[src/hdl/ptfd_pkg.sv]
// ptfd_pkg: shared types and constants for the PID controller with
// trapezoidal integral and filtered derivative.
// No dependencies; used by every module under hdl/.
package ptfd_pkg;

	localparam int DECAY_FRAC = 14;
	localparam int PWM_TOP    = 255;
	localparam int NUM_REGS   = 8;
	localparam int REG_IDX_W  = $clog2(NUM_REGS);
	localparam int REG_DATA_W = 32;

	localparam logic [7:0]         DUTY_MAX        = 8'hFF;
	localparam logic signed [14:0] DECAY_RESET     = 15'sd14564;
	localparam logic signed [31:0] INTEG_MAX_RESET = 32'sd1044480;

	typedef enum logic [REG_IDX_W-1:0] {
		REG_REFERENCE   = 3'd0,
		REG_KP_GAIN     = 3'd1,
		REG_KI_COEF     = 3'd2,
		REG_KD_COEF     = 3'd3,
		REG_DERIV_DECAY = 3'd4,
		REG_INTEG_MAX   = 3'd5,
		REG_INTEG_MIN   = 3'd6,
		REG_INVERT_OUT  = 3'd7
	} reg_index_t;

	typedef struct packed {
		logic [7:0]         reference;
		logic signed [15:0] kp_gain;
		logic signed [15:0] ki_coef;
		logic signed [15:0] kd_coef;
		logic signed [14:0] deriv_decay;
		logic signed [31:0] integ_max;
		logic signed [31:0] integ_min;
		logic               invert_out;
	} cfg_t;

	typedef struct packed {
		logic [7:0] duty;
		logic       saturated;
	} result_t;

endpackage

[src/hdl/ptfd_cfg.sv]
// ptfd_cfg: configuration register file, write-only, reset to defaults.
// Depends on ptfd_pkg.
module ptfd_cfg (
	input  logic                                 clk,
	input  logic                                 arst_n,
	input  logic                                 wr_en,
	input  logic [ptfd_pkg::REG_IDX_W-1:0]       wr_index,
	input  logic [ptfd_pkg::REG_DATA_W-1:0]      wr_data,
	output ptfd_pkg::cfg_t                       cfg
);

	ptfd_pkg::cfg_t cfg_q;

	always_ff @(posedge clk or negedge arst_n) begin
		if (!arst_n) begin
			cfg_q.reference   <= '0;
			cfg_q.kp_gain     <= '0;
			cfg_q.ki_coef     <= '0;
			cfg_q.kd_coef     <= '0;
			cfg_q.deriv_decay <= ptfd_pkg::DECAY_RESET;
			cfg_q.integ_max   <= ptfd_pkg::INTEG_MAX_RESET;
			cfg_q.integ_min   <= '0;
			cfg_q.invert_out  <= 1'b0;
		end else if (wr_en) begin
			unique case (ptfd_pkg::reg_index_t'(wr_index))
				ptfd_pkg::REG_REFERENCE:   cfg_q.reference   <= wr_data[7:0];
				ptfd_pkg::REG_KP_GAIN:     cfg_q.kp_gain     <= $signed(wr_data[15:0]);
				ptfd_pkg::REG_KI_COEF:     cfg_q.ki_coef     <= $signed(wr_data[15:0]);
				ptfd_pkg::REG_KD_COEF:     cfg_q.kd_coef     <= $signed(wr_data[15:0]);
				ptfd_pkg::REG_DERIV_DECAY: cfg_q.deriv_decay <= $signed(wr_data[14:0]);
				ptfd_pkg::REG_INTEG_MAX:   cfg_q.integ_max   <= $signed(wr_data[31:0]);
				ptfd_pkg::REG_INTEG_MIN:   cfg_q.integ_min   <= $signed(wr_data[31:0]);
				ptfd_pkg::REG_INVERT_OUT:  cfg_q.invert_out  <= wr_data[0];
			endcase
		end
	end

	assign cfg = cfg_q;

endmodule

[src/hdl/ptfd_core.sv]
// ptfd_core: single-pass PID arithmetic and the controller state
// (previous error, integral and derivative accumulators). Depends on ptfd_pkg.
module ptfd_core #(
	parameter int FRAC_BITS = 12,
	parameter int ACC_WIDTH = 32
) (
	input  logic                clk,
	input  logic                arst_n,
	input  logic                step,
	input  logic [7:0]          sample_s1,
	input  ptfd_pkg::cfg_t      cfg,
	output ptfd_pkg::result_t   result
);

	localparam int LW = ((ACC_WIDTH > 32) ? ACC_WIDTH : 32) + 17;
	localparam int PW = ACC_WIDTH + 15;
	localparam logic signed [LW-1:0] RND = LW'(1) << (ptfd_pkg::DECAY_FRAC - 1);
	localparam logic signed [LW-1:0] TOP = LW'(ptfd_pkg::PWM_TOP) << FRAC_BITS;

	logic signed [8:0]           prev_error_q;
	logic signed [ACC_WIDTH-1:0] integ_acc_q;
	logic signed [ACC_WIDTH-1:0] deriv_acc_q;

	logic signed [8:0]           err;
	logic signed [9:0]           err_sum;
	logic signed [9:0]           err_diff;
	logic signed [24:0]          p_term;
	logic signed [25:0]          i_step;
	logic signed [25:0]          d_step;
	logic signed [LW-1:0]        integ_raw;
	logic signed [LW-1:0]        integ_clamp;
	logic signed [ACC_WIDTH-1:0] integ_next;
	logic signed [PW-1:0]        decay_prod;
	logic signed [LW-1:0]        decay_rnd;
	logic signed [LW-1:0]        deriv_raw;
	logic signed [ACC_WIDTH-1:0] deriv_next;
	logic signed [LW-1:0]        sum;
	logic [7:0]                  duty_raw;

	function automatic logic signed [ACC_WIDTH-1:0] sat_acc(input logic signed [LW-1:0] x);
		logic signed [LW-1:0] hi;
		logic signed [LW-1:0] lo;
		hi = LW'({1'b0, {(ACC_WIDTH-1){1'b1}}});
		lo = -hi - LW'(1);
		if (x > hi)
			sat_acc = ACC_WIDTH'(hi);
		else if (x < lo)
			sat_acc = ACC_WIDTH'(lo);
		else
			sat_acc = ACC_WIDTH'(x);
	endfunction

	always_comb begin
		err      = $signed({1'b0, cfg.reference}) - $signed({1'b0, sample_s1});
		err_sum  = 10'(err) + 10'(prev_error_q);
		err_diff = 10'(err) - 10'(prev_error_q);
		p_term   = 25'($signed(cfg.kp_gain)) * 25'(err);
		i_step   = 26'($signed(cfg.ki_coef)) * 26'(err_sum);
		d_step   = 26'($signed(cfg.kd_coef)) * 26'(err_diff);

		integ_raw = LW'(integ_acc_q) + LW'(i_step);
		priority if (integ_raw > LW'($signed(cfg.integ_max)))
			integ_clamp = LW'($signed(cfg.integ_max));
		else if (integ_raw < LW'($signed(cfg.integ_min)))
			integ_clamp = LW'($signed(cfg.integ_min));
		else
			integ_clamp = integ_raw;
		integ_next = sat_acc(integ_clamp);

		// decay term rounds to nearest, ties up
		decay_prod = PW'($signed(cfg.deriv_decay)) * PW'(deriv_acc_q);
		decay_rnd  = (LW'(decay_prod) + RND) >>> ptfd_pkg::DECAY_FRAC;
		deriv_raw  = LW'(d_step) + decay_rnd;
		deriv_next = sat_acc(deriv_raw);

		sum = LW'(p_term) + LW'(integ_next) + LW'(deriv_next);
		priority if (sum > TOP) begin
			duty_raw         = ptfd_pkg::DUTY_MAX;
			result.saturated = 1'b1;
		end else if (sum < LW'(0)) begin
			duty_raw         = '0;
			result.saturated = 1'b1;
		end else begin
			duty_raw         = sum[FRAC_BITS +: 8];
			result.saturated = 1'b0;
		end
		result.duty = cfg.invert_out ? (ptfd_pkg::DUTY_MAX - duty_raw) : duty_raw;
	end

	always_ff @(posedge clk or negedge arst_n) begin
		if (!arst_n) begin
			prev_error_q <= '0;
			integ_acc_q  <= '0;
			deriv_acc_q  <= '0;
		end else if (step) begin
			prev_error_q <= err;
			integ_acc_q  <= integ_next;
			deriv_acc_q  <= deriv_next;
		end
	end

	a_state_hold: assert property (@(posedge clk) disable iff (!arst_n)
		!step |=> $stable(integ_acc_q) && $stable(deriv_acc_q) && $stable(prev_error_q))
		else $error("controller state changed without a step");

	a_err_tracked: assert property (@(posedge clk) disable iff (!arst_n)
		step |=> prev_error_q == $past(err))
		else $error("previous error not taken from last step");

endmodule

[src/hdl/pid_trapezoid_filtered_derivative.sv]
// pid_trapezoid_filtered_derivative: top level of the PID controller.
// Depends on ptfd_pkg, ptfd_cfg and ptfd_core.
//
// Usage:
//   Input channel (in_valid/in_ready/sample) carries one ADC word per tick.
//   Output channel (out_valid/out_ready/duty/out_saturated) returns one
//   word per input word, in order.
//   Configuration is written through wr_en/wr_index/wr_data while idle;
//   index order: reference, kp_gain, ki_coef, kd_coef, deriv_decay,
//   integ_max, integ_min, invert_out.
// Path: input register, then result register; out_valid rises when the
//   word moves from the input register into the result register.
// Throughput: one word per cycle while the output is not stalled, set by the
//   state update of the integral and derivative accumulators on each advance.
// Reset: arst_n clears the pipeline, the controller state and loads the
//   register defaults.
// Stall: a held output keeps its word; the input stage stays full and
//   in_ready drops only when both stages are occupied and the output is stalled.
module pid_trapezoid_filtered_derivative #(
	parameter int FRAC_BITS = 12,
	parameter int ACC_WIDTH = 32
) (
	input  logic                                 clk,
	input  logic                                 arst_n,
	input  logic                                 wr_en,
	input  logic [ptfd_pkg::REG_IDX_W-1:0]       wr_index,
	input  logic [ptfd_pkg::REG_DATA_W-1:0]      wr_data,
	input  logic                                 in_valid,
	output logic                                 in_ready,
	input  logic [7:0]                           sample,
	output logic                                 out_valid,
	input  logic                                 out_ready,
	output logic [7:0]                           duty,
	output logic                                 out_saturated
);

	ptfd_pkg::cfg_t    cfg;
	ptfd_pkg::result_t result;
	ptfd_pkg::result_t res_s2;

	logic       valid_s1;
	logic [7:0] sample_s1;
	logic       valid_s2;
	logic       advance;

	assign advance  = valid_s1 && (!valid_s2 || out_ready);
	assign in_ready = !valid_s1 || advance;

	ptfd_cfg u_cfg (
		.clk      (clk),
		.arst_n   (arst_n),
		.wr_en    (wr_en),
		.wr_index (wr_index),
		.wr_data  (wr_data),
		.cfg      (cfg)
	);

	ptfd_core #(
		.FRAC_BITS (FRAC_BITS),
		.ACC_WIDTH (ACC_WIDTH)
	) u_core (
		.clk       (clk),
		.arst_n    (arst_n),
		.step      (advance),
		.sample_s1 (sample_s1),
		.cfg       (cfg),
		.result    (result)
	);

	always_ff @(posedge clk or negedge arst_n) begin
		if (!arst_n) begin
			valid_s1 <= 1'b0;
			valid_s2 <= 1'b0;
		end else begin
			if (in_ready)
				valid_s1 <= in_valid;
			if (advance)
				valid_s2 <= 1'b1;
			else if (out_ready)
				valid_s2 <= 1'b0;
		end
	end

	always_ff @(posedge clk) begin
		if (in_valid && in_ready)
			sample_s1 <= sample;
		if (advance)
			res_s2 <= result;
	end

	assign out_valid     = valid_s2;
	assign duty          = res_s2.duty;
	assign out_saturated = res_s2.saturated;

	a_advance_fills: assert property (@(posedge clk) disable iff (!arst_n)
		advance |=> valid_s2)
		else $error("result register not loaded on advance");

	a_accept_fills: assert property (@(posedge clk) disable iff (!arst_n)
		in_valid && in_ready |=> valid_s1)
		else $error("accepted word lost at input stage");

	a_stall_holds: assert property (@(posedge clk) disable iff (!arst_n)
		valid_s1 && !advance |=> valid_s1 && $stable(sample_s1))
		else $error("input stage changed while stalled");

endmodule

[config.mk]
export PLATFORM = sky130hd
export DESIGN_NAME = pid_trapezoid_filtered_derivative
export DESIGN_NICKNAME = d
export VERILOG_FILES = /design/src/hdl/ptfd_pkg.sv /design/src/hdl/ptfd_cfg.sv /design/src/hdl/ptfd_core.sv /design/src/hdl/pid_trapezoid_filtered_derivative.sv
export SDC_FILE = /design/constraint.sdc
export NUM_CORES = 2
export LEC_CHECK = 0
export CAP_MARGIN = 40
export CORE_MARGIN = 1
export CORE_UTILIZATION = 40
export CTS_CLUSTER_SIZE = 30
export DETAILED_ROUTE_END_ITERATION = 10
export DONT_BUFFER_PORTS = 1
export SETUP_SLACK_MARGIN = 0.05
export SLEW_MARGIN = 20
export SYNTH_ARGS = -nofsm -noshare
export SYNTH_HDL_FRONTEND = slang
export SYNTH_SLANG_ARGS = --single-unit
[constraint.sdc]
create_clock -name clk -period 34.8 [get_ports clk]
set_clock_uncertainty 0.15 [all_clocks]
set_input_delay 0 -clock clk [delete_from_list [all_inputs] [get_ports clk]]
set_output_delay 0 -clock clk [all_outputs]
set_load 0.03 [all_outputs]
Word level (Yosys, flattened, before mapping) --
Cells that the tools add are included.
Word-level totals: register bits 228, logic and storage cells 72, output and inout port bits 11
Cells by class: add/subtract/negate cells 9, equality and inequality tests 7, magnitude comparators 8, reductions and logical operators 16, $mul 4, mux-type cells 12
Operator list (number):
- 32-bit 2-to-1 mux | 4
- 49-bit by 32-bit > comparator with 1-bit output, second input constant | 2
- 49-bit by 32-bit less-than comparator with 1-bit output, second input constant | 2
- 49-bit 2-to-1 mux | 2
- 16-bit by 10-bit multiplier with 26-bit output | 2
- 49-bit by 21-bit > comparator with 1-bit output, second input constant | 1
- 49-bit by 1-bit less-than comparator with 1-bit output, second input constant | 1
- 47-bit by 15-bit adder with 48-bit output, second input constant | 1
- 15-bit by 32-bit multiplier with 47-bit output | 1
- 26-bit by 34-bit adder with 35-bit output | 1
- 33-bit by 32-bit adder with 34-bit output | 1
- 25-bit by 32-bit adder with 33-bit output | 1
- 32-bit by 26-bit adder with 33-bit output | 1
- 33-bit by 32-bit > comparator with 1-bit output | 1
- 33-bit by 32-bit less-than comparator with 1-bit output | 1
- 16-bit by 9-bit multiplier with 25-bit output | 1
- 8-bit 2-to-1 mux | 3
- 2-bit AND reduction | 8
- 3-bit equality test, second input constant | 4
- 9-bit by 9-bit adder with 10-bit output | 1
- 9-bit by 9-bit subtractor with 10-bit output | 1
- 8-bit by 8-bit subtractor with 9-bit output | 1
- 8-bit subtractor, first input constant | 1
- 3-bit by 2-bit equality test with 1-bit output, second input constant | 2
- other kinds (7) | 12

Logic depth before layout (Yosys ltp) --
word-level depth 17, depth in mapped cells 68, gate-level depth less buffers 64

Hierarchy --
Synthesis repeated with hierarchy kept, for this count alone.
Second synthesis, totals: cell total of the unflattened synthesis 5582, area total of the unflattened synthesis 52096.2 um2
Modules (own cells, without submodules):
- ptfd_core | sequential area each 1826.8 um2, times used 1, cells each 5260, area each 46175.5 um2
- ptfd_cfg | sequential area each 3422.0 um2, times used 1, cells each 297, area each 5306.3 um2
- pid_trapezoid_filtered_derivative | sequential area each 560.5 um2, times used 1, cells each 25, area each 614.3 um2

Worst setup path before layout --
No wires, ideal clock.
path type register to register, from register u_cfg.cfg_q, in the netlist u_cfg.cfg[128], to register res_s2, in the netlist out_saturated, data pin, slack 19.558 ns, cell stages (with the launch flop) 59, arrival 14.826 ns, setup time 0.265 ns, cell sequence dfrtp_1 inv_1 ha_1 inv_1 fa_1 nand2_1 nand2_1 a21oi_1 o21bai_1 a21oi_1 o21bai_1 a21oi_1 clkbuf_1 ha_1 xnor2_1 clkbuf_1 mux2i_1 ha_1 [... 23 more ...] o211ai_1 o21ai_0 o21ai_1 fa_1 fa_1 inv_1 fa_1 fa_1 inv_1 ha_1 or3_1 a41oi_1 o31a_1 o21ai_0 xor2_1 a2111oi_1 nand4b_1 or3_1
On the way: word-level cells in the longest chain between the ends 14, elaborated cells on any way between the ends 25
Ends and longest elaborated chain:
- start: declaration | RTL line ptfd_cfg.sv:12 | ptfd_pkg::cfg_t cfg_q;
- 8-bit by 8-bit subtractor with 9-bit output * | RTL line ptfd_core.sv:54 | err = $signed({1'b0, cfg.reference}) - $signed({1'b0, sample_s1});
- named net u_core.err[8] | RTL line ptfd_core.sv:24 | logic signed [8:0] err;
- 9-bit by 9-bit adder with 10-bit output * | RTL line ptfd_core.sv:55 | err_sum = 10'(err) + 10'(prev_error_q);
- 16-bit by 10-bit multiplier with 26-bit output * | RTL line ptfd_core.sv:58 | i_step = 26'($signed(cfg.ki_coef)) * 26'(err_sum);
- 32-bit by 26-bit adder with 33-bit output * | RTL line ptfd_core.sv:61 | integ_raw = LW'(integ_acc_q) + LW'(i_step);
- 33-bit by 32-bit less-than comparator with 1-bit output | RTL line ptfd_core.sv:64 | else if (integ_raw < LW'($signed(cfg.integ_min)))
- 49-bit 2-to-1 mux | RTL line ptfd_core.sv:64
- 49-bit 2-to-1 mux * | RTL line ptfd_core.sv:62 | priority if (integ_raw > LW'($signed(cfg.integ_max)))
- 49-bit by 32-bit less-than comparator with 1-bit output | RTL line ptfd_core.sv:47 | else if (x < lo)
- 32-bit 2-to-1 mux | RTL line ptfd_core.sv:47
- 32-bit 2-to-1 mux * | RTL line ptfd_core.sv:45 | if (x > hi)
- named net u_core.integ_next[8] | RTL line ptfd_core.sv:32 | logic signed [ACC_WIDTH-1:0] integ_next;
- 25-bit by 32-bit adder with 33-bit output * | RTL line ptfd_core.sv:76 | sum = LW'(p_term) + LW'(integ_next) + LW'(deriv_next);
- 33-bit by 32-bit adder with 34-bit output * | RTL line ptfd_core.sv:76
- 49-bit by 1-bit less-than comparator with 1-bit output | RTL line ptfd_core.sv:80 | end else if (sum < LW'(0)) begin
- 1-bit 2-to-1 mux | RTL line ptfd_core.sv:80
- end signal: assignment | RTL line pid_trapezoid_filtered_derivative.sv:88 | res_s2 <= result;
- end: declaration | RTL line pid_trapezoid_filtered_derivative.sv:39 | ptfd_pkg::result_t res_s2;
Mark *: on every way through the listed nets, which the timed path passes. The rest lies on a longest branch. A chain may end at the register's enable or synchronous reset.

==> impl_results.md <==
- Number of DRC violations after detailed routing: 0
- Area growth, synth to finish: 7.92%
- Arrival time at the worst endpoint: 17.82 ns
- Number of distinct library cells after synthesis: between 90 and 100
- Total Neg Setup Slack: 0 ns
- TritonCTS Buffers: 30
- Post-DP HPWL: 111000 um
- First-pass DRT Iterations: 5
- Nets in the synthesized netlist: 7045
- #FFs+latches synth: 228
- Critical path class: flip-flop to flip-flop
- DRT iter0 DRCs: 2119
- Max-slew violation total from the final report: 0
- CP bufs+invs: 10
- Clock input transition at the sequential cells of the worst setup and hold paths: 0.07 ns
- Internal reg-to-reg setup slack: roughly 17 ns
- Pin count of the biggest net entering global routing: 212
- Clk Latency, worst-skew pair: 0.66 ns
- Number of I/O port buffers: 0
- Total track usage: 0.218
- Effective utilization at floorplan: 0.405
- Netlist Area Pre-Place: 51800 um2
- Worst setup path endpoint: duty[5]
- Placement Setup Slack: roughly 17 ns
- Area enclosed by the die boundary: 131000 um2
- Wire length per cell after detailed routing: approximately 19 um
- Share of the clock period used by the worst path: 0.507
- CP Data Required Time: ~35 ns
- Worst hold path type: primary input to flip-flop
- Maxcap violations: 0
- Number of synthesized flops with an enable pin: 17
- Ratio of cells with drive above 1 in the final layout: 0.0707
- Final WS setup: approximately 17 ns
- Sequential area share after synthesis: 0.112
- Category of cells accounting for the largest share of critical-path delay: adder cells
- Final number of hold-violating endpoints: 0
- Highest routed metal layer: met5
- Relative slew margins: 0.393
- Kind of launch point of the worst setup path: flip-flop
- Vias per cell: 5.11
- Routed wl met2: 65100 um
- Highest Clock Rate: 56.7 MHz
- Area of the core: between 100000 and 150000 um2
- CP peak stage delay: 0.69 ns
- Slowest-stage cell, CP: sky130_fd_sc_hd__dfrtp_1
- Met1 wire length: 60600 um
- Total grt overflow: 0
- Logic depth of the worst setup path including buffers: 54
- Number of synthesis warnings: 0
- FILL cells: between 10000 and 15000
- Post-CTS setup buffer count: 0
- Worst-case reg-to-reg path depth: 54
- Ports placed on the boundary: 59
- Minimum period implied by the final worst setup slack: 17.63 ns
- Root buf cell: sky130_fd_sc_hd__clkbuf_16
- RSZ-0062 raised after global routing: false
- Share of flip-flops with an asynchronous set or reset: 0.925
- Longest Clk Path Bufs: 3
- Vias in the first global route: around 40000
- Average size of a mapped cell: between 9 and 10 um2
- Final WL: 136000 um
- Hold Buf Count CTS: a little over 100
- Placer's final routability congestion estimate: 0.890
- Area of the multi-input gates: 40400 um2
- Remaining number of nets flagged by the antenna check after routing: 0
- Count of nets after finishing: 7030
- Wire length of the first global-routing pass: 226000 um
- Maximum fanout encountered on the critical timing path: 32
- CP dominant cell by count: sky130_fd_sc_hd__fa_1
- Launching instance or port of the critical path: u_cfg.cfg[66]
- Gate count after technology mapping: ~5500
- Chip Width: roughly 360 um
- FF-to-FF Start: u_cfg.cfg[66]
- Reg area: just under 6000 um2
- Number of clock sinks seen by CTS: 228
- TritonCTS clock tree: yes
- Clock H-tree levels: 1
- Worst reg2reg endpoint: duty[5]
- Actual slew at the worst max-slew pin: 0.904 ns
- Prevailing post-synth register cell: sky130_fd_sc_hd__dfrtp_1
- Number of vias in the routed layout: between 30000 and 40000
- Outcome: completed
- Worst hold slack across all endpoints: 0.0847 ns
- Count of endpoints failing setup in the final report: 0
- Number of cells upsized or downsized after cts: 0
- Site row count: about 130
- Critical Path End Type: flip-flop
- Number of antenna violations at the first check in global routing: 14
- Met3 WL: approximately 7400 um
- Chip height: between 300 and 400 um
==> metal layers <==
layer / vias up / track usage
met5: - / 0
met4: 10 / 0.0425
met3: 182 / 0.0276
met2: 902 / 0.365
met1: 19151 / 0.303
li1: 16860 / -
==> placed cells by master (no fill, tap or decap), drive strengths merged, types with 16 or more instances in the layout <==
master,synthesis,layout
nor2b,102,102
xnor2,84,84
inv,1291,1291
a21o,53,53
o31ai,16,16
nor3,29,29
nand2,635,635
nand4,26,26
o21a,18,18
o211ai,39,39
mux2,197,197
nand3,34,34
o21ai,160,160
buf,20,67
a21oi,155,155
fa,1023,1023
ha,452,452
and2,235,235
dlygate4sd3,0,101
nand2b,128,128
o21bai,19,19
nor2,126,126
xor2,57,57
a31oi,21,21
dfrtp,196,196
edfxtp,17,17
a211oi,20,20
clkbuf,195,36
==> registers in the layout, summed over array words and instances (netlist names) <==
name,flops
sample_s1,8
u_core.prev_error_q,9
valid_s1,1
u_core.deriv_acc_q,32
out_valid,1
u_core.integ_acc_q,32
duty,8
out_saturated,1
u_cfg.cfg,136
==> cell usage after synthesis, types with 6 or more instances <==
| cell | n | area [um2] |
|---|---|---|
| sky130_fd_sc_hd__nor2b_1 | 102 | 638 |
| sky130_fd_sc_hd__nand2b_1 | 128 | 801 |
| sky130_fd_sc_hd__mux2_2 | 196 | 2210 |
| sky130_fd_sc_hd__a211o_1 | 8 | 70.1 |
| sky130_fd_sc_hd__nand2_1 | 635 | 2380 |
| sky130_fd_sc_hd__o21ai_0 | 94 | 470 |
| sky130_fd_sc_hd__a31oi_1 | 20 | 125 |
| sky130_fd_sc_hd__nor3_1 | 29 | 145 |
| sky130_fd_sc_hd__fa_1 | 1023 | 20500 |
| sky130_fd_sc_hd__edfxtp_1 | 17 | 510 |
| sky130_fd_sc_hd__and2_1 | 235 | 1470 |
| sky130_fd_sc_hd__o211ai_1 | 38 | 285 |
| sky130_fd_sc_hd__o31ai_1 | 13 | 97.6 |
| sky130_fd_sc_hd__nand3b_1 | 6 | 45.0 |
| sky130_fd_sc_hd__o21a_1 | 18 | 135 |
| sky130_fd_sc_hd__o21ai_1 | 45 | 225 |
| sky130_fd_sc_hd__dfstp_2 | 15 | 394 |
| sky130_fd_sc_hd__nand3_1 | 34 | 170 |
| sky130_fd_sc_hd__and3_1 | 15 | 93.8 |
| sky130_fd_sc_hd__or3_1 | 7 | 43.8 |
| sky130_fd_sc_hd__buf_1 | 10 | 37.5 |
| sky130_fd_sc_hd__a21oi_1 | 155 | 776 |
| sky130_fd_sc_hd__ha_1 | 452 | 5660 |
| sky130_fd_sc_hd__a211oi_1 | 18 | 135 |
| sky130_fd_sc_hd__nor4_1 | 7 | 43.8 |
| sky130_fd_sc_hd__nor2_1 | 126 | 473 |
| sky130_fd_sc_hd__xor2_1 | 56 | 490 |
| sky130_fd_sc_hd__o21ai_2 | 21 | 184 |
| sky130_fd_sc_hd__and4_1 | 6 | 52.6 |
| sky130_fd_sc_hd__inv_1 | 1291 | 4850 |
| sky130_fd_sc_hd__o21bai_1 | 19 | 143 |
| sky130_fd_sc_hd__nand4_1 | 25 | 156 |
| sky130_fd_sc_hd__a21boi_0 | 7 | 52.6 |
| sky130_fd_sc_hd__clkbuf_1 | 195 | 732 |
| sky130_fd_sc_hd__dfrtp_1 | 196 | 4900 |
| sky130_fd_sc_hd__a21o_1 | 53 | 398 |
| sky130_fd_sc_hd__nor3b_1 | 11 | 82.6 |
| sky130_fd_sc_hd__or2_2 | 6 | 37.5 |
| sky130_fd_sc_hd__xnor2_1 | 83 | 727 |
==> metrics by stage <==
| stage | std cells | utilization | cell area [um2] |
|---|---|---|---|
| 2_1_floorplan | 5522 | - | 51800 |
| 3_3_place_gp | 7084 | 0.418 | 53600 |
| 3_5_place_dp | 7092 | 0.419 | 53700 |
| 4_1_cts | 7247 | 0.436 | 55800 |
| 5_1_grt | 7261 | 0.437 | 55900 |
| 6_report | 7262 | 0.437 | 55900 |
==> worst min path at each step <==
| stage | start | to | slack (ns) | cells past startpoint |
|---|---|---|---|---|
| floorplan | arst_n | out_valid | -0.45 | 0 |
| global placement | arst_n | u_core.integ_acc_q[29] | -0.43 | 0 |
| detailed placement | arst_n | u_core.integ_acc_q[29] | -0.43 | 0 |
| CTS | arst_n | u_core.integ_acc_q[29] | 0.04 | 2 |
| global route | wr_data[0] | u_cfg.cfg[128] | 0.10 | 3 |
| finish | wr_data[0] | u_cfg.cfg[128] | 0.08 | 3 |
==> cells by family after synthesis <==
logic type      Yosys count  synth area share
buf+inv                1506             0.110
fa+ha+maj              1475             0.504
flops                   228             0.112
compound gates          583            0.0751
mux                     202            0.0439
xor+xnor                141            0.0241
simple gates           1387             0.131
==> area by class of cell <==
cell class,instances,area share
tap,1729,0.0387
sequential,228,0.104
antenna,4,0.000179
inverter,1291,0.0867
clock buffer,36,0.0144
timing repair buffer,168,0.0297
clock inverter,18,0.00418
multi-input combinational,3788,0.722
==> worst reg2reg max path, delay by kind of cell (launching register included) <==
family | cells | cell delay [ns]
AO/OA/AOI/OAI | 19 | 5.49
XOR/XNOR | 3 | 0.64
adder cells (fa/ha/maj) | 17 | 8.05
buffers and inverters | 10 | 1.21
flip-flops | 1 | 0.69
AND/OR/NAND/NOR | 5 | 1.12
Power is not shown: default switching activity piles up to over one toggle a cycle in this logic, so the estimate is an artifact.
